## config.mk

```make
export PLATFORM = sky130hd
export DESIGN_NAME = led_blink_flash_pattern_controller_unit
export DESIGN_NICKNAME = d
export VERILOG_FILES = /design/src/lbf_pkg.sv /design/src/led_blink_flash_pattern_controller_unit.sv
export SDC_FILE = /design/constraint.sdc
export NUM_CORES = 1
export LEC_CHECK = 0
export BUFFER_PORTS_ARGS = -buffer_cell sky130_fd_sc_hd__buf_2
export CORE_MARGIN = 2
export CORE_UTILIZATION = 59
export CTS_BUF_LIST = sky130_fd_sc_hd__clkbuf_8
export DETAILED_ROUTE_END_ITERATION = 7
export PLACE_DENSITY = 0.85
export SLEW_MARGIN = 30
export SYNTH_ARGS = -nofsm -noshare
export SYNTH_HDL_FRONTEND = slang
export SYNTH_SLANG_ARGS = --single-unit
```

## constraint.sdc

```tcl
create_clock -name clk -period 4.7 [get_ports clk]
set_input_delay 1.175 -clock clk [delete_from_list [all_inputs] [get_ports clk]]
set_output_delay 1.175 -clock clk [all_outputs]
set_load 0.01 [all_outputs]
```

## src/lbf_pkg.sv

```systemverilog
package lbf_pkg;

	// number of leds and width of an led index
	localparam int LED_N = 3;
	localparam int IDX_W = 2;

	// operation codes
	localparam logic OP_TICK = 1'b0;
	localparam logic OP_CMD  = 1'b1;

	// command codes, codes above init behave as pattern
	localparam logic [2:0] CMD_ALL_OFF = 3'd0;
	localparam logic [2:0] CMD_OFF     = 3'd1;
	localparam logic [2:0] CMD_ON      = 3'd2;
	localparam logic [2:0] CMD_PATTERN = 3'd3;
	localparam logic [2:0] CMD_INIT    = 3'd4;

	// led selection codes
	localparam logic [3:0] SEL_RED       = 4'd0;
	localparam logic [3:0] SEL_GREEN     = 4'd1;
	localparam logic [3:0] SEL_BLUE      = 4'd2;
	localparam logic [3:0] SEL_RED_GREEN = 4'd3;
	localparam logic [3:0] SEL_RED_BLUE  = 4'd4;
	localparam logic [3:0] SEL_GREEN_RED = 4'd5;
	localparam logic [3:0] SEL_GREEN_BLUE = 4'd6;
	localparam logic [3:0] SEL_BLUE_RED  = 4'd7;
	localparam logic [3:0] SEL_BLUE_GREEN = 4'd8;

	// mode word bit positions
	localparam int MODE_BLINK_BIT = 12;
	localparam int MODE_ALT_BIT   = 13;
	localparam int MODE_FLASH_BIT = 14;

	typedef enum logic [2:0] {
		KIND_NONE      = 3'd0,
		KIND_BLINK     = 3'd1,
		KIND_ALT_BLINK = 3'd2,
		KIND_FLASH     = 3'd3,
		KIND_ALT_FLASH = 3'd4
	} kind_t;

	typedef struct packed {
		logic        operation;
		logic [3:0]  led_select;
		logic [2:0]  command;
		logic [15:0] mode_word;
	} req_item_t;

	typedef struct packed {
		logic [2:0] led_levels;
		logic [2:0] led_states;
		logic       accepted;
	} rsp_item_t;

	// master of a pair selection
	function automatic logic [IDX_W-1:0] pair_master(input logic [3:0] sel);
		logic [IDX_W-1:0] r;
		unique case (sel)
			SEL_RED_GREEN, SEL_RED_BLUE:   r = 2'd0;
			SEL_GREEN_RED, SEL_GREEN_BLUE: r = 2'd1;
			SEL_BLUE_RED, SEL_BLUE_GREEN:  r = 2'd2;
			default:                       r = sel[IDX_W-1:0];
		endcase
		return r;
	endfunction

	// slave of a pair selection
	function automatic logic [IDX_W-1:0] pair_slave(input logic [3:0] sel);
		logic [IDX_W-1:0] r;
		unique case (sel)
			SEL_GREEN_RED, SEL_BLUE_RED:   r = 2'd0;
			SEL_RED_GREEN, SEL_BLUE_GREEN: r = 2'd1;
			SEL_RED_BLUE, SEL_GREEN_BLUE:  r = 2'd2;
			default:                       r = sel[IDX_W-1:0];
		endcase
		return r;
	endfunction

endpackage

```

## src/led_blink_flash_pattern_controller_unit.sv

```systemverilog
// an accepted item waits in the input stage; its result goes to the result register
// one item per cycle unless stalled; the three leds step in one pass of update logic
// a valid result holds while rsp_stall is high and the input stage stalls behind it
// reset (arst_n low, asynchronous): all leds off and logically off, no pattern running,
// counters, spans, periods and pairings cleared, no item held
module led_blink_flash_pattern_controller_unit (
	input  logic                clk,
	input  logic                arst_n,
	input  logic                req_valid,
	output logic                req_stall,
	input  lbf_pkg::req_item_t  req,
	output logic                rsp_valid,
	input  logic                rsp_stall,
	output lbf_pkg::rsp_item_t  rsp
);

	localparam int N = lbf_pkg::LED_N;
	localparam int W = lbf_pkg::IDX_W;

	// input stage
	logic               valid_s1;
	lbf_pkg::req_item_t item_s1;
	logic               advance;

	// led state
	logic [N-1:0]   lvl_q, on_q, pair_q;
	lbf_pkg::kind_t kind_q [N];
	logic [7:0]     cnt_q [N];
	logic [3:0]     f1_q [N];
	logic [3:0]     f2_q [N];
	logic [7:0]     fp_q [N];
	logic [W-1:0]   ptr_q [N];

	// next led state
	logic [N-1:0]   lvl_n, on_n, pair_n;
	lbf_pkg::kind_t kind_n [N];
	logic [7:0]     cnt_n [N];
	logic [3:0]     f1_n [N];
	logic [3:0]     f2_n [N];
	logic [7:0]     fp_n [N];
	logic [W-1:0]   ptr_n [N];
	logic           ok_n;

	// handshake control
	assign advance   = valid_s1 && (!rsp_valid || !rsp_stall);
	assign req_stall = valid_s1 && !advance;

	always_ff @(posedge clk or negedge arst_n) begin
		if (!arst_n) begin
			valid_s1  <= 1'b0;
			rsp_valid <= 1'b0;
		end else begin
			if (req_valid && !req_stall)
				valid_s1 <= 1'b1;
			else if (advance)
				valid_s1 <= 1'b0;
			if (advance)
				rsp_valid <= 1'b1;
			else if (!rsp_stall)
				rsp_valid <= 1'b0;
		end
	end

	// input item register
	always_ff @(posedge clk) begin
		if (req_valid && !req_stall)
			item_s1 <= req;
	end

	// update of all leds for the held item
	always_comb begin : upd_blk
		logic [W-1:0] p, m, s;
		logic [7:0]   c;
		logic [4:0]   span2;
		logic         upd, single, paired_sel;
		logic [3:0]   n0, n1, n2;
		logic [15:0]  mode;

		lvl_n  = lvl_q;
		on_n   = on_q;
		pair_n = pair_q;
		kind_n = kind_q;
		cnt_n  = cnt_q;
		f1_n   = f1_q;
		f2_n   = f2_q;
		fp_n   = fp_q;
		ptr_n  = ptr_q;
		ok_n   = 1'b1;
		p      = '0;
		c      = '0;
		span2  = '0;
		upd    = 1'b0;

		mode       = item_s1.mode_word;
		n0         = mode[3:0];
		n1         = mode[7:4];
		n2         = mode[11:8];
		single     = item_s1.led_select < 4'(N);
		paired_sel = item_s1.led_select >= lbf_pkg::SEL_RED_GREEN &&
			item_s1.led_select <= lbf_pkg::SEL_BLUE_GREEN;
		m          = lbf_pkg::pair_master(item_s1.led_select);
		s          = lbf_pkg::pair_slave(item_s1.led_select);

		if (item_s1.operation == lbf_pkg::OP_TICK) begin
			// leds step in index order, each may drive its partner
			for (int i = 0; i < N; i++) begin
				p     = (ptr_q[i] < W'(N)) ? ptr_q[i] : '0;
				c     = cnt_n[i];
				span2 = {1'b0, f1_n[i]} + {1'b0, f2_n[i]};
				upd   = 1'b0;
				unique case (kind_n[i])
					lbf_pkg::KIND_BLINK: begin
						on_n[i]  = !on_n[i];
						lvl_n[i] = on_n[i];
						if (pair_n[i]) begin
							on_n[p]  = !on_n[p];
							lvl_n[p] = on_n[p];
						end
					end
					lbf_pkg::KIND_ALT_BLINK: begin
						if (c < {4'd0, f1_n[i]}) begin
							cnt_n[i] = c + 8'd1;
							if (!on_n[i]) begin
								on_n[i] = 1'b1;
								on_n[p] = 1'b0;
								upd     = 1'b1;
							end
						end else if (c < {3'd0, span2}) begin
							cnt_n[i] = c + 8'd1;
							if (on_n[i]) begin
								on_n[i] = 1'b0;
								if (pair_n[i])
									on_n[p] = 1'b1;
								upd = 1'b1;
							end
						end else begin
							cnt_n[i] = '0;
						end
					end
					lbf_pkg::KIND_FLASH: begin
						if (c < {4'd0, f1_n[i]}) begin
							cnt_n[i] = c + 8'd1;
							if (!on_n[i]) begin
								on_n[i] = 1'b1;
								if (pair_n[i])
									on_n[p] = 1'b1;
								upd = 1'b1;
							end
						end else if (c < fp_n[i]) begin
							cnt_n[i] = c + 8'd1;
							if (pair_n[i]) begin
								if (on_n[p]) begin
									on_n[p] = 1'b0;
									on_n[i] = 1'b0;
									upd     = 1'b1;
								end
							end else if (on_n[i]) begin
								on_n[i] = 1'b0;
								upd     = 1'b1;
							end
						end else begin
							cnt_n[i] = '0;
						end
					end
					lbf_pkg::KIND_ALT_FLASH: begin
						if (c < {4'd0, f1_n[i]}) begin
							cnt_n[i] = c + 8'd1;
							if (!on_n[i]) begin
								on_n[i] = 1'b1;
								if (pair_n[i])
									on_n[p] = 1'b0;
								upd = 1'b1;
							end
						end else if (c < {3'd0, span2}) begin
							cnt_n[i] = c + 8'd1;
							if (on_n[i]) begin
								on_n[i] = 1'b0;
								if (pair_n[i])
									on_n[p] = 1'b1;
								upd = 1'b1;
							end
						end else if (c < fp_n[i]) begin
							cnt_n[i] = c + 8'd1;
							if (pair_n[i]) begin
								if (on_n[p]) begin
									on_n[i] = 1'b0;
									on_n[p] = 1'b0;
									upd     = 1'b1;
								end
							end else begin
								on_n[i] = 1'b0;
								upd     = 1'b1;
							end
						end else begin
							cnt_n[i] = '0;
						end
					end
					default: begin
					end
				endcase
				// drive levels after a pattern change
				if (upd) begin
					lvl_n[i] = on_n[i];
					if (pair_n[i])
						lvl_n[p] = on_n[p];
				end
			end
		end else if (item_s1.command == lbf_pkg::CMD_ALL_OFF) begin
			// clear every led
			for (int i = 0; i < N; i++) begin
				kind_n[i] = lbf_pkg::KIND_NONE;
				on_n[i]   = 1'b0;
				pair_n[i] = 1'b0;
				cnt_n[i]  = '0;
				lvl_n[i]  = 1'b0;
			end
		end else if (item_s1.command == lbf_pkg::CMD_INIT) begin
			ok_n = 1'b1;
		end else if (!single && !paired_sel) begin
			ok_n = 1'b0;
		end else if (item_s1.command == lbf_pkg::CMD_OFF) begin
			// clear master, and slave for a pair
			kind_n[m] = lbf_pkg::KIND_NONE;
			on_n[m]   = 1'b0;
			pair_n[m] = 1'b0;
			cnt_n[m]  = '0;
			lvl_n[m]  = 1'b0;
			if (paired_sel) begin
				kind_n[s] = lbf_pkg::KIND_NONE;
				on_n[s]   = 1'b0;
				pair_n[s] = 1'b0;
				cnt_n[s]  = '0;
				lvl_n[s]  = 1'b0;
			end
		end else if (item_s1.command == lbf_pkg::CMD_ON) begin
			// pair on drives both high but keeps the logical states
			kind_n[m] = lbf_pkg::KIND_NONE;
			lvl_n[m]  = 1'b1;
			if (single)
				on_n[m] = 1'b1;
			else
				lvl_n[s] = 1'b1;
		end else begin
			// pattern start, levels untouched until the first step
			kind_n[m] = lbf_pkg::KIND_NONE;
			on_n[m]   = 1'b0;
			cnt_n[m]  = '0;
			if (single) begin
				pair_n[m] = 1'b0;
				priority if (mode[lbf_pkg::MODE_BLINK_BIT]) begin
					f1_n[m]   = n0;
					f2_n[m]   = '0;
					kind_n[m] = lbf_pkg::KIND_BLINK;
				end else if (mode[lbf_pkg::MODE_ALT_BIT]) begin
					kind_n[m] = lbf_pkg::KIND_NONE;
				end else if (mode[lbf_pkg::MODE_FLASH_BIT]) begin
					f1_n[m]   = n0;
					f2_n[m]   = '0;
					fp_n[m]   = {1'b0, n2, 3'd0} + {3'd0, n2, 1'b0};
					kind_n[m] = lbf_pkg::KIND_FLASH;
				end else begin
					kind_n[m] = lbf_pkg::KIND_NONE;
				end
			end else begin
				on_n[s]   = 1'b0;
				pair_n[m] = 1'b1;
				ptr_n[m]  = s;
				priority if (mode[lbf_pkg::MODE_BLINK_BIT]) begin
					f1_n[m]   = n0;
					f2_n[m]   = '0;
					kind_n[m] = lbf_pkg::KIND_BLINK;
				end else if (mode[lbf_pkg::MODE_ALT_BIT]) begin
					f1_n[m]   = n0;
					f2_n[m]   = n1;
					kind_n[m] = lbf_pkg::KIND_ALT_BLINK;
				end else if (mode[lbf_pkg::MODE_FLASH_BIT]) begin
					f1_n[m]   = n0;
					f2_n[m]   = n1;
					fp_n[m]   = {1'b0, n2, 3'd0} + {3'd0, n2, 1'b0};
					kind_n[m] = lbf_pkg::KIND_ALT_FLASH;
				end else begin
					kind_n[m] = lbf_pkg::KIND_NONE;
				end
			end
		end
	end

	// led state registers
	always_ff @(posedge clk or negedge arst_n) begin
		if (!arst_n) begin
			lvl_q  <= '0;
			on_q   <= '0;
			pair_q <= '0;
			for (int i = 0; i < N; i++) begin
				kind_q[i] <= lbf_pkg::KIND_NONE;
				cnt_q[i]  <= '0;
				f1_q[i]   <= '0;
				f2_q[i]   <= '0;
				fp_q[i]   <= '0;
				ptr_q[i]  <= '0;
			end
		end else if (advance) begin
			lvl_q  <= lvl_n;
			on_q   <= on_n;
			pair_q <= pair_n;
			kind_q <= kind_n;
			cnt_q  <= cnt_n;
			f1_q   <= f1_n;
			f2_q   <= f2_n;
			fp_q   <= fp_n;
			ptr_q  <= ptr_n;
		end
	end

	// result item register
	always_ff @(posedge clk) begin
		if (advance) begin
			rsp.led_levels <= lvl_n;
			rsp.led_states <= on_n;
			rsp.accepted   <= ok_n;
		end
	end

endmodule

```

# --- Word-level counts from Yosys, hierarchy flattened ---
# Cells that the tools add are included.
op_classes:
  addsub: 7
  magnitude_cmp: 29
  eq_ne: 30
  mux: 277
  bitwise_logic: 64
  n_reduce_logical: 47
op_table:
  columns: ["operator", "count"]
  rows:
  - ["$mux W3", 97]
  - ["$mux W24", 7]
  - ["$mux W8", 20]
  - ["$mux W12", 13]
  - ["$mux W9", 13]
  - ["$pmux W8 S3", 3]
  - ["$mux W1", 71]
  - ["$and A24 B24 Y24", 2]
  - ["$not A24 Y24", 2]
  - ["$and A3 B3 Y3", 14]
  - ["$or A3 B3 Y3", 12]
  - ["$pmux W3 S4", 3]
  - ["$demux W8 S2", 2]
  - ["$and A9 B9 Y9", 3]
  - ["$bwmux W3", 9]
  - ["$add A8 B1 Y8 const B", 3]
  - ["$bmux W1 S2", 12]
  - ["$bwmux W12", 2]
  - ["$bwmux W24", 1]
  - ["$lt A8 B4 Y1", 3]
  - ["$lt A8 B5 Y1", 3]
  - ["$lt A8 B8 Y1", 3]
  - ["$eq A3 B2 Y1 const B", 7]
  - ["$reduce_and A10 Y1", 2]
  - ["52 further kinds", 147]
totals:
  ff_bits: 128
  input_bits: 28
  output_inout_bits: 9
  word_cells: 484

# --- Longest topological paths before layout ---
# Gate-level depths: netlist (run 1).
logic_depth:
  depth_word: 39
  mapped_depth: 23

# --- Worst setup path after synthesis (run 1) ---
# No wires, ideal clock.
synth_timing:
  path_kind: "flip-flop to flip-flop"
  from: "register f1_q[8] in the netlist's numbering"
  to: "register rsp[5] in the netlist's numbering (data pin)"
  setup_ps: 262
  arrival_ps: 4446
  required_ps: 4438
  setup_slack_ps: -8
  path_stages_with_launch: 23
  period_less_slack_ps: 4708
  cell_sequence: "dfrtp_1 -> ha_1 -> fa_1 -> xnor2_1 -> ha_1 -> o211ai_1 -> o211ai_1 -> nand2_2 -> a2111o_1 -> a41o_1 -> buf_6 -> nor3_4 -> and4b_1 -> o41ai_2 -> buf_4 -> buf_8 -> nand3_1 -> a221oi_2 -> a21oi_1 -> o31ai_2 -> nand4_1 -> o211ai_1 -> o31ai_1"
synth_between:
  elab_chain_cells: 30
  word_cells_on_any_way: 147
synth_rtl:
  columns: ["element", "line", "rtl"]
  rows:
  - ["from (decl)", "led_blink_flash_pattern_controller_unit.sv:29", "logic [3:0] f1_q [N];"]
  - ["from (signal assigned)", "led_blink_flash_pattern_controller_unit.sv:308", "f1_q <= f1_n;"]
  - ["$add A4 B4 Y5", "led_blink_flash_pattern_controller_unit.sv:109", "span2 = {1'b0, f1_n[i]} + {1'b0, f2_n[i]};"]
  - ["$lt A8 B5 Y1", "led_blink_flash_pattern_controller_unit.sv:128, led_blink_flash_pattern_controller_unit.sv:174", null]
  - ["$mux W3, on equally long branches", "led_blink_flash_pattern_controller_unit.sv:174, led_blink_flash_pattern_controller_unit.sv:128", null]
  - ["$mux W3, on equally long branches", "led_blink_flash_pattern_controller_unit.sv:166, led_blink_flash_pattern_controller_unit.sv:121", null]
  - ["$pmux W3 S4", "led_blink_flash_pattern_controller_unit.sv:111", "unique case (kind_n[i])"]
  - ["$mux W3", "led_blink_flash_pattern_controller_unit.sv:104", "if (item_s1.operation == lbf_pkg::OP_TICK) begin"]
  - ["$bmux W1 S2", "led_blink_flash_pattern_controller_unit.sv:152, led_blink_flash_pattern_controller_unit.sv:185", null]
  - ["$mux W1 (implied by the code)", "led_blink_flash_pattern_controller_unit.sv:152, led_blink_flash_pattern_controller_unit.sv:185", null]
  - ["[... 15 more ...]", null, null]
  - ["$mux W3, on equally long branches", "led_blink_flash_pattern_controller_unit.sv:104, led_blink_flash_pattern_controller_unit.sv:115", null]
  - ["$bmux W1 S2 / $mux W3 (equally long branches)", "led_blink_flash_pattern_controller_unit.sv:205, led_blink_flash_pattern_controller_unit.sv:111", null]
  - ["$mux W1 (implied by the code) / $mux W3 (equally long branches)", "led_blink_flash_pattern_controller_unit.sv:205, led_blink_flash_pattern_controller_unit.sv:104", null]
  - ["$bwmux W3", "led_blink_flash_pattern_controller_unit.sv:205", "lvl_n[p] = on_n[p];"]
  - ["$mux W3", "led_blink_flash_pattern_controller_unit.sv:204", "if (pair_n[i])"]
  - ["$mux W3 (*)", "led_blink_flash_pattern_controller_unit.sv:202", "if (upd) begin"]
  - ["$mux W3 (*)", "led_blink_flash_pattern_controller_unit.sv:104", null]
  - ["net lvl_n[1]", "led_blink_flash_pattern_controller_unit.sv:35", "logic [N-1:0] lvl_n, on_n, pair_n;"]
  - ["to (decl)", "led_blink_flash_pattern_controller_unit.sv:14", "output lbf_pkg::rsp_item_t rsp"]
# Mark *: on every way through the listed nets, which the timed path passes. The rest lies on a longest branch. The select of a mux whose other input is x is not followed.
# A chain may end at the register's enable or synchronous reset.

# --- Worst setup path after layout (run 1) ---
layout_timing:
  from: "register f1_q[9] in the netlist's numbering"
  to: "register lvl_q[1]"
layout_between:
  elab_chain_cells: 30
  word_cells_on_any_way: 147
layout_rtl:
  columns: ["element", "line", "rtl"]
  rows:
  - ["$add A4 B4 Y5", "led_blink_flash_pattern_controller_unit.sv:109", null]
  - ["$lt A8 B5 Y1", "led_blink_flash_pattern_controller_unit.sv:128, led_blink_flash_pattern_controller_unit.sv:174", null]
  - ["$mux W3, on equally long branches", "led_blink_flash_pattern_controller_unit.sv:174, led_blink_flash_pattern_controller_unit.sv:128", null]
  - ["$mux W3, on equally long branches", "led_blink_flash_pattern_controller_unit.sv:166, led_blink_flash_pattern_controller_unit.sv:121", null]
  - ["$pmux W3 S4", "led_blink_flash_pattern_controller_unit.sv:111", null]
  - ["$mux W3", "led_blink_flash_pattern_controller_unit.sv:104", null]
  - ["$bmux W1 S2", "led_blink_flash_pattern_controller_unit.sv:152, led_blink_flash_pattern_controller_unit.sv:185", null]
  - ["$mux W1 (implied by the code)", "led_blink_flash_pattern_controller_unit.sv:152, led_blink_flash_pattern_controller_unit.sv:185", null]
  - ["[... 14 more ...]", null, null]
  - ["$pmux W3 S4 / $bwmux W3 (equally long branches)", "led_blink_flash_pattern_controller_unit.sv:111, led_blink_flash_pattern_controller_unit.sv:117", null]
  - ["$mux W3, on equally long branches", "led_blink_flash_pattern_controller_unit.sv:104, led_blink_flash_pattern_controller_unit.sv:115", null]
  - ["$bmux W1 S2 / $mux W3 (equally long branches)", "led_blink_flash_pattern_controller_unit.sv:205, led_blink_flash_pattern_controller_unit.sv:111", null]
  - ["$mux W1 (implied by the code) / $mux W3 (equally long branches)", "led_blink_flash_pattern_controller_unit.sv:205, led_blink_flash_pattern_controller_unit.sv:104", null]
  - ["$bwmux W3", "led_blink_flash_pattern_controller_unit.sv:205", null]
  - ["$mux W3", "led_blink_flash_pattern_controller_unit.sv:204", null]
  - ["$mux W3 (*)", "led_blink_flash_pattern_controller_unit.sv:202", null]
  - ["$mux W3 (*)", "led_blink_flash_pattern_controller_unit.sv:104", null]
  - ["to (signal assigned)", "led_blink_flash_pattern_controller_unit.sv:303", "lvl_q <= lvl_n;"]
  - ["to (decl)", "led_blink_flash_pattern_controller_unit.sv:26", "logic [N-1:0] lvl_q, on_q, pair_q;"]
# Every way passes the cells marked *; elsewhere a longest branch is shown, timed or not. The select of a mux whose other input is x is not followed.

==> results of run 1 <==
-- routing by layer --
metal  track usage, %  wire length [um]
met4             11.5               777
met5                0                 0
met1             46.5             11400
met3             5.66              2550
met2             51.3             12800
-- registers in the layout (all words and copies together) (netlist names) --
signal / flops
fp_q: 21
kind_q: 9
f1_q: 12
valid_s1: 1
ptr_q: 6
f2_q: 12
cnt_q: 24
on_q: 3
upd_blk.mode: 15
rsp: 7
rsp_valid: 1
pair_q: 3
item_s1: 8
lvl_q: 3
-- through the flow --
stage	total power (uW)	util, %	instances	hold WS [ns]	instance area (um2)
after floorplan	2920	-	1097	0.447	9500
after global routing	5300	69.1	1410	0.528	10900
after global placement	3690	64.3	1359	0.465	10200
final	5050	69.1	1410	0.493	10900
after CTS	4770	67.6	1397	0.493	10700
after detailed placement	3740	64.3	1359	0.475	10200
-- area by class of cell --
cell class              count  area (um2)
multi-input cells         857        5950
fillers                  1221        4890
flip-flops and latches    125        3280
repair buffers            112         783
well taps                 216         270
inverters                  68         255
clock buffers              17         234
clock inverters            15         165
-- worst paths after layout --
kind / from / to / slack, ns / cells after the start
worst max-delay path: f1_q[9] / lvl_q[1] / -0.64 / 23
worst min-delay path: fp_q[15] / fp_q[15] / 0.49 / 2
worst max register to register: f1_q[9] / lvl_q[1] / -0.64 / 23
worst min register to register: fp_q[15] / fp_q[15] / 0.49 / 2
max in group asynchronous: arst_n / pair_q[2] / 3.19 / 2
min in group asynchronous: arst_n / cnt_q[16] / 0.71 / 1
-- power by group through the flow --
stage / Clock, uW / Combinational (uW) / Sequential (uW)
global route: 990 / 2810 / 1500
finish: 943 / 2620 / 1480
global placement: 0 / 2200 / 1480
floorplan: 0 / 1530 / 1380
CTS: 944 / 2360 / 1470
detailed placement: 0 / 2240 / 1490
-- layout by cell type, fill, tap and decap left out, types with 6 or more instances in the layout --
cell and instances:
clkbuf_8 17, buf_2 34, nor2b_1 14, a22o_1 21, o22ai_1 8, o211ai_1 11, xnor2_1 17, dfrtp_1 95
nand2b_1 27, mux2_2 20, xor2_1 8, ha_1 66, buf_4 73, a21oi_1 74, nor2_1 81, edfxtp_1 30
nand3_1 34, inv_1 66, o31ai_1 8, a21o_1 16, a31oi_1 16, o221ai_1 10, nor3_1 10, o21ai_0 101
o21a_1 8, and2_1 15, nor4_1 6, and3_1 11, nand2_1 111, or3_1 8, nand4_1 14, o21ai_1 9
-- cells by family (layout without fill, tap and decap cells) --
group | Yosys count | after routing | share of synthesized area (%)
muxes | 27 | 27 | 3.12
xor gates and xnor gates | 25 | 25 | 2.31
and+or+nand+nor | 371 | 371 | 19.6
buffers and inverters | 115 | 212 | 4.99
adders and majority gates | 72 | 72 | 9.75
AOI/OAI and AO/OA | 362 | 362 | 25.7
DFF | 125 | 125 | 34.5
-- repair_timing --
| item | CTS | global route |
|---|---|---|
| resized for setup | 18 | 22 |
| pin swaps | 20 | 31 |
| endpoints found under the setup margin | 12 | 12 |
| gates cloned | 1 | 0 |
| endpoints found under the hold margin | 0 | 0 |
| setup buffers | 5 | 14 |
| hold buffers | 0 | 0 |
-- worst max-delay path: stages (launching register included) --
cell and delay [ns]:
dfrtp_1 0.41, ha_1 0.28, a21o_1 0.19, a21oi_2 0.16, xor2_1 0.10, ha_1 0.30
o211ai_1 0.09, o211ai_1 0.29, nand2_2 0.13, a2111o_1 0.44, a41o_4 0.25, nor3_4 0.20
buf_4 0.14, and4b_1 0.22, nand4b_1 0.28, o211ai_2 0.29, buf_4 0.17, a311oi_1 0.09
a211oi_1 0.32, o21ai_2 0.12, o21ai_2 0.18, o211ai_1 0.16, buf_4 0.17, o31ai_2 0.25
==> impl_metrics.tcl, run 1 <==
set metrics [dict create \
    synth_fp_nets 1195 \
    path_clk_slew_ns 0.09 \
    rows 46 \
    grtUsageTotal_pct 32.8 \
    finalHoldViolations 0 \
    cts.sinks 125 \
    antenna_left 0 \
    switching_share_pct 44.6 \
    drive_gt1_share_pct 18.8 \
    synth_largest_area_cell "dfrtp_1" \
    gr-total-overflow 0 \
    syn_area_mm2 0.00950 \
    cts_buffers 17 \
    synth.area.top_cells "dfrtp_1 25%, edfxtp_1 9.5%, ha_1 8.7%" \
    die_area_mm2 0.0171 \
    wl_um 27600 \
    fin_crit_sh_pct 114 \
    synthCells 1097 \
    io_pins 37 \
    numPortBuffers 35 \
    ys_async_sr_fraction_pct 76.0 \
    syn_avg_cell_area_um2 8.66 \
    final.setup.worst_slack_ns -0.642 \
    via_per_inst 6.47 \
    drv_slew 0 \
    outcome "complete, but fails checks" \
    setup_viol 12 \
    ys_warn_count 0 \
    start_util_pct 60.0 \
    fmax_mhz 187 \
    internal_power_uw 2800 \
    cap_violations 0 \
    worstMarginPinSlew_ns 0.903 \
    clkLatencyLatePin_ns 0.47 \
    fin_setup_tns_ns -6.19 \
    yosys.area.top_type_share_pct 25.0 \
    cts_tree "done" \
    endpoint_kind "register" \
    clk_path_buf_depth 2 \
    grt_pass1_vias 8306 \
    place_congestion 0.999 \
    syn_to_final_growth_pct 15.1 \
    critPathRequiredTime_ns 5.07 \
    die_w_um 131 \
    pwr-share-clk_pct 18.7 \
    skew_ns 0.0148 \
    cts-root-buf "clkbuf_8" \
    cp_max_fo 5 \
    antenna_found_initial 0 \
    die_h_um 131 \
    dp_hpwl_um 19900 \
    min_path_type "reg -> reg" \
    power_frac_comb_pct 51.9 \
    leakage_uw 0.00478 \
    synth_edf_count 30 \
    min_period_ns 5.34 \
    drt_drc_violations_left 0 \
    post_synth_num_cell_types 98 \
    seqPwrFrac_pct 29.4 \
    switchingPower_uw 2250 \
    wire_per_inst_um 19.6 \
    num-nets-final 1279 \
    grt_pass1_wl_um 43400 \
    coreArea_mm2 0.0158 \
    vias 9129 \
    ir_drop_uv 307 \
    drt-initial-drc-count 1094 \
    ys_ff_latch 125 \
    yosysMostFrequentCell "nand2_1" \
    synth_commonest_cells "112 x nand2_1, 102 x o21ai_0, 95 x dfrtp_1, 82 x nor2_1, 77 x a21oi_1" \
    crit_type "reg -> reg" \
    startpoint_type "register" \
    grt_max_degree 78 \
    antenna_cells 0 \
    violations "negative setup slack" \
    grt_setup_unrepaired "yes" \
    dp_slack_ns -0.490 \
    worstPathArrival_ns 5.71 \
    power.density_mw_per_mm2 462 \
    htreeDepth 4 \
    ys.flop_type "dfrtp_1" \
    relSlewSlack_pct 39.6 \
    ys_seq_area_share_pct 34.5 \
    first_pass_iters 6 \
]
Power figures use the tool's default switching activity.
==> run 2, diff against run 1 <==
Settings changed: ABC_AREA set to 1, PLACE_DENSITY 0.85 to 0.87.
==> run 2 against run 1 <==
Net effect:
- the run now ends clean
- critical path depth rose by 16
- synthesized cell count rose by 15%
- clock skew rose by 0.0033 ns
- critical path type unchanged
- wire length fell by 11%
- non-clock buffer count fell by 52
- power rose by 32%
- clock-buffer cell count rose by 1
- critical endpoint is now rsp[4]
==> impl_metrics.tcl, run 2 <==
set metrics [dict create \
    finalHoldViolations 0 \
    post_synth_num_cell_types 48 \
    path_clk_slew_ns 0.09 \
    grt_pass1_wl_um 40100 \
    antenna_cells 0 \
    synthMuxAreaShare_pct 0 \
    synth_largest_area_cell "dfrtp_1" \
    first_pass_iters 8 \
    min_period_ns 4.56 \
    fin_crit_sh_pct 97.0 \
    place_inst 1482 \
    yosys.area.top_type_share_pct 25.8 \
    grtUsageTotal_pct 30.5 \
    outcome "finished, final reports clean" \
    drt-initial-drc-count 1162 \
    final-seq-area_mm2 0.00328 \
    ir_drop_uv 397 \
    num-fill-cells 1211 \
    die_area_mm2 0.0166 \
    vias 9008 \
    hold_end "rsp_valid" \
    die_w_um 129 \
    yosys.area_share.adder_pct 9.84 \
    cts_tree "done" \
    final_common_cell "nand2_1" \
    postLayoutCoreUtil_pct 68.1 \
    grt_setup_unrepaired "yes" \
    startpoint_type "register" \
    setup_viol 0 \
    grt_pass1_vias 8531 \
    antenna_found_initial 0 \
    worstPathBufferInverterCount 3 \
    via_per_inst 5.87 \
    fmax_mhz 219 \
    coreArea_mm2 0.0152 \
    worstMarginPinSlew_ns 0.964 \
    antenna_left 0 \
    ys_ff_latch 125 \
    die_h_um 129 \
    worstPathArrival_ns 4.79 \
    leakage_uw 0.00519 \
    multi_input_area_mm2 0.00518 \
    cpMaxStageDelayCell "fa_2" \
    cts-root-buf "clkbuf_8" \
    top_register "cnt_q" \
    ys_async_sr_fraction_pct 76.0 \
    synthCells 1262 \
    grt_max_degree 73 \
    cp_max_fo 7 \
    crit_type "reg -> reg" \
    drive_gt1_share_pct 13.7 \
    yosys.area_share.simple_pct 25.6 \
    synth_top_family_by_area "simple AND/OR/NAND/NOR gates" \
    relSlewSlack_pct 35.0 \
    cts.sinks 125 \
    syn_to_final_growth_pct 12.6 \
    drv_slew 0 \
    final_cell_mix "282 x nand2_1, 214 x inv_1, 102 x nor2_1, 99 x o21ai_0, 95 x dfrtp_1" \
    yosysMostFrequentCell "nand2_1" \
    syn_area_mm2 0.00920 \
    synth_commonest_cells "298 x nand2_1, 218 x inv_1, 103 x nor2_1, 101 x o21ai_0, 95 x dfrtp_1" \
    path_delay_family "simple AND/OR/NAND/NOR gates" \
    cts_buffers 17 \
    largest_reg_flops 24 \
    slowest_delay_ns 0.57 \
    synth_fp_nets 1360 \
    holdPathStages 2 \
    wl_um 24700 \
    critPathRequiredTime_ns 4.93 \
    power.density_mw_per_mm2 644 \
    io_pins 37 \
    r2r-end "rsp[4]" \
    min_path_type "reg -> reg" \
    num-nets-final 1432 \
    dp_hpwl_um 18100 \
    worstRegToRegCells 39 \
    htreeDepth 4 \
    drt_drc_violations_left 0 \
    fin_cells 1535 \
    syn_avg_cell_area_um2 7.29 \
    gr-total-overflow 0 \
    r2r_slack_ns 0.14 \
    cap_violations 0 \
    ys.flop_type "dfrtp_1" \
    holdWs_ns 0.481 \
    synth.area.top_cells "dfrtp_1 26%, nand2_1 12%, edfxtp_1 9.8%" \
    cts_hold_buffers 0 \
    place_congestion 1.03 \
    skew_ns 0.0181 \
    clk_path_buf_depth 2 \
    min_from "valid_s1" \
    ys_seq_area_share_pct 35.6 \
    synth_edf_count 30 \
    ys_warn_count 0 \
    endpoint_kind "register" \
    numPortBuffers 35 \
    start_util_pct 60.5 \
    clkLatencyLatePin_ns 0.48 \
    reg2reg_from "f1_q[8]" \
    rows 45 \
    synth-compound-area-share_pct 16.4 \
    wire_per_inst_um 16.1 \
    synth_xor_area_share_pct 2.47 \
]
## run 2: changes by cell type after synthesis, moves of 16 or more
cell      delta
nor2_1      +21
inv_1      +152
and2_1      -16
a21oi_1     -18
o22ai_1     +21
mux2_2      -21
nand2_1    +186
clkbuf_1    -30
nand2_2     +17
nand2b_1    -28
a22o_1      -20
nand3_1     +26
## run 2: area by class of cell
type	count	area share [%]
multi-input combinational	899	50.0
timing repair buffer	60	3.64
clock buffer	18	2.39
clock inverter	14	1.64
tap	188	2.27
inverter	231	8.44
sequential	125	31.6
## run 2: worst min-delay path: cells and delay by family, from the launching register on
family,cells,cell delay (ns)
buf+inv,1,0.06
simple gates,1,0.06
flops,1,0.33
## run 2: worst max path at each step
stage | startpoint | endpoint | cells after the start
2_1_floorplan | f1_q[8] | rsp[4] | 37
3_3_place_gp | f1_q[8] | rsp[4] | 37
3_5_place_dp | f1_q[8] | rsp[4] | 37
4_1_cts | f1_q[8] | rsp[4] | 37
5_1_grt | f2_q[8] | lvl_q[1] | 39
6_report | f1_q[8] | rsp[4] | 39
## run 2: report_power, final
part	total (uW)	switching (uW)	leakage (uW)	internal (uW)
registers	1670	283	0.00151	1380
clock network	1010	500	0.000214	506
logic	4000	2590	0.00347	1420
## run 2: what timing repair did
item,4_1_cts,5_1_grt
setup endpoints to repair,0,12
resized for setup,0,53
buffers inserted,0,20
## run 2: per-layer routing
layer	part of all wire, %	global-route usage [%]	up-vias
li1	-	-	4292
met5	0	0	-
met1	41	40.5	4169
met3	8.4	6.69	92
met2	46	48.7	455
met4	4.1	12.6	0
## run 2: cells by family (layout without fill, tap and decap cells)
kind of cell | after synthesis | after routing
xor gates and xnor gates | 26 | 26
adders and majority gates | 70 | 70
and+or+nand+nor | 541 | 542
AOI/OAI and AO/OA | 261 | 261
DFF | 125 | 125
buffers and inverters | 239 | 323
## run 2: per-stage QoR
step                      setup slack (ns)  setup TNS, ns  cell area (um2)  power, uW
after floorplan                      0.779              0             9200       4230
after global placement               0.113              0             9600       4980
after detailed placement           0.00455              0             9600       5100
after CTS                          0.00145              0            10000       6130
after global routing                -0.202          -1.15            10400       7180
final                                0.141              0            10400       6680
==> run 3, diff against run 2 <==
Settings changed: CORE_UTILIZATION 59 to 60, PLACE_DENSITY 0.87 to 0.85.
Clock period 4.7 ns to 5.9 ns, I/O delays scaled along.
==> run 3 against run 2 <==
Net effect:
- sequential cell count unchanged
- critical path type unchanged
- final cell count fell by 1.4%
- non-clock buffer count decreased by 21
- critical path depth fell by 4
- critical endpoint is now lvl_q[2]
==> impl_metrics.tcl, run 3 (synthesis gave the netlist of run 2 again) <==
set metrics [dict create \
    first_pass_iters 6 \
    htreeDepth 4 \
    path_clk_slew_ns 0.08 \
    drt_drc_violations_left 0 \
    place_congestion 0.971 \
    holdWs_ns 0.467 \
    holdPathStages 2 \
    vias 8799 \
    grt_setup_unrepaired "no" \
    antenna_left 0 \
    finalHoldViolations 0 \
    wl_um 24100 \
    outcome "finished, final reports clean" \
    clkLatencyLatePin_ns 0.46 \
    grt_pass1_wl_um 40100 \
    cp_max_fo 11 \
    internal_power_uw 2410 \
    critPathRequiredTime_ns 6.30 \
    worstPathBufferInverterCount 4 \
    die_h_um 128 \
    skew_ns 0.0119 \
    ir_drop_uv 261 \
    post-cts-setup-buffer-count 0 \
    worstRegToRegCells 35 \
    numPortBuffers 35 \
    start_util_pct 61.0 \
    reg2reg_from "f1_q[8]" \
    drv_slew 0 \
    gr-total-overflow 0 \
    largest_reg_flops 24 \
    top_register "cnt_q" \
    cpMaxStageDelayCell "fa_1" \
    antenna_found_initial 0 \
    min_period_ns 4.85 \
    crit_type "reg -> reg" \
    min_path_type "reg -> reg" \
    power_frac_comb_pct 56.7 \
    endpoint_kind "register" \
    worstMarginPinSlew_ns 1.14 \
    antenna_cells 0 \
    cap_violations 0 \
    drive_gt1_share_pct 9.43 \
    leakage_uw 0.00504 \
    r2r_slack_ns 1.05 \
    grt_max_degree 64 \
    drt-initial-drc-count 1108 \
    grtUsageTotal_pct 31.1 \
    worstPathArrival_ns 5.25 \
    slowest_delay_ns 0.42 \
    path_delay_family "simple AND/OR/NAND/NOR gates" \
    hold_end "rsp_valid" \
    io_pins 37 \
    rows 45 \
    dp_hpwl_um 18200 \
    syn_to_final_growth_pct 8.82 \
    final_common_cell "nand2_1" \
    coreArea_mm2 0.0151 \
    cts_tree "done" \
    switching_share_pct 50.8 \
    wire_per_inst_um 15.9 \
    startpoint_type "register" \
    die_area_mm2 0.0163 \
    num-nets-final 1410 \
    grt_pass1_vias 8209 \
    final_cell_mix "298 x nand2_1, 218 x inv_1, 103 x nor2_1, 101 x o21ai_0, 95 x dfrtp_1" \
    fmax_mhz 206 \
    die_w_um 128 \
    fin_setup_tns_ns 0 \
    relSlewSlack_pct 23.3 \
    pwr-share-clk_pct 16.1 \
    cts_buffers 17 \
    cts_resized 0 \
    switchingPower_uw 2490 \
    cts-root-buf "clkbuf_8" \
    clk_path_buf_depth 2 \
    min_from "valid_s1" \
    setup_viol 0 \
    cts_hold_buffers 0 \
    cts.sinks 125 \
    crit_top_cell "nand2_1" \
    r2r-end "lvl_q[2]" \
    seqPwrFrac_pct 27.2 \
    via_per_inst 5.82 \
    fin_crit_sh_pct 82.2 \
    power.density_mw_per_mm2 489 \
]
## run 3: cell count changes in the layout (fill, tap and decap cells not counted), sizes merged
cell	before	now
clkinv	7	8
inv	236	234
clkinvlp	0	2
buf	60	39
nand2	322	321
clkbuf	18	17
## run 3: worst max-delay path by stage
stage / start / end / slack, ns / cells after the start
final: f1_q[8] / lvl_q[2] / 1.05 / 35
after global routing: f1_q[8] / lvl_q[2] / 0.63 / 35
after CTS: f1_q[8] / lvl_q[2] / 1.13 / 35
after detailed placement: f1_q[8] / lvl_q[2] / 1.17 / 35
after global placement: f1_q[8] / rsp[5] / 1.22 / 33
after floorplan: f1_q[8] / rsp[4] / 1.98 / 37
## run 3: routing by layer
metal	wire (um)	share of wire (%)	GRT usage, %
met5	0	0	0
met4	737	3.1	11.9
met3	1820	7.6	4.47
met2	10900	46	48.9
met1	10500	44	43.8
## run 3: worst register-to-register path, delay by kind of cell, from the launching register on
kind                     cells  cell delay, ns
AO/OA/AOI/OAI                1            0.33
buffers and inverters        4            0.41
adder cells (fa/ha/maj)      3            0.92
AND/OR/NAND/NOR             26            2.55
XOR/XNOR                     1            0.15
flip-flops                   1            0.41
## run 3: area by class of cell
type,count,area (um2)
Tap cell,188,235
Clock buffer,17,234
Timing Repair Buffer,39,220
Inverter,231,872
Clock inverter,15,179
Multi-Input combinational cell,898,5000
Fill cell,1276,5070
Sequential cell,125,3280
## run 3: power groups by stage
| stage | Sequential, uW | Combinational [uW] | Clock [uW] |
|---|---|---|---|
| global placement | 1330 | 2630 | 0 |
| CTS | 1330 | 2720 | 803 |
| detailed placement | 1340 | 2700 | 0 |
| floorplan | 1270 | 2100 | 0 |
| global route | 1360 | 3120 | 837 |
| finish | 1330 | 2780 | 790 |
## run 3: per-stage QoR
step | std cells | utilization (%) | cell area, um2 | setup WS [ns] | total power (uW)
after floorplan | 1262 | - | 9200 | 1.98 | 3370
after global placement | 1480 | 63.5 | 9580 | 1.22 | 3960
after detailed placement | 1480 | 63.5 | 9580 | 1.17 | 4040
after CTS | 1512 | 66.2 | 9990 | 1.13 | 4850
after global routing | 1513 | 66.4 | 10000 | 0.627 | 5320
final | 1513 | 66.4 | 10000 | 1.05 | 4900
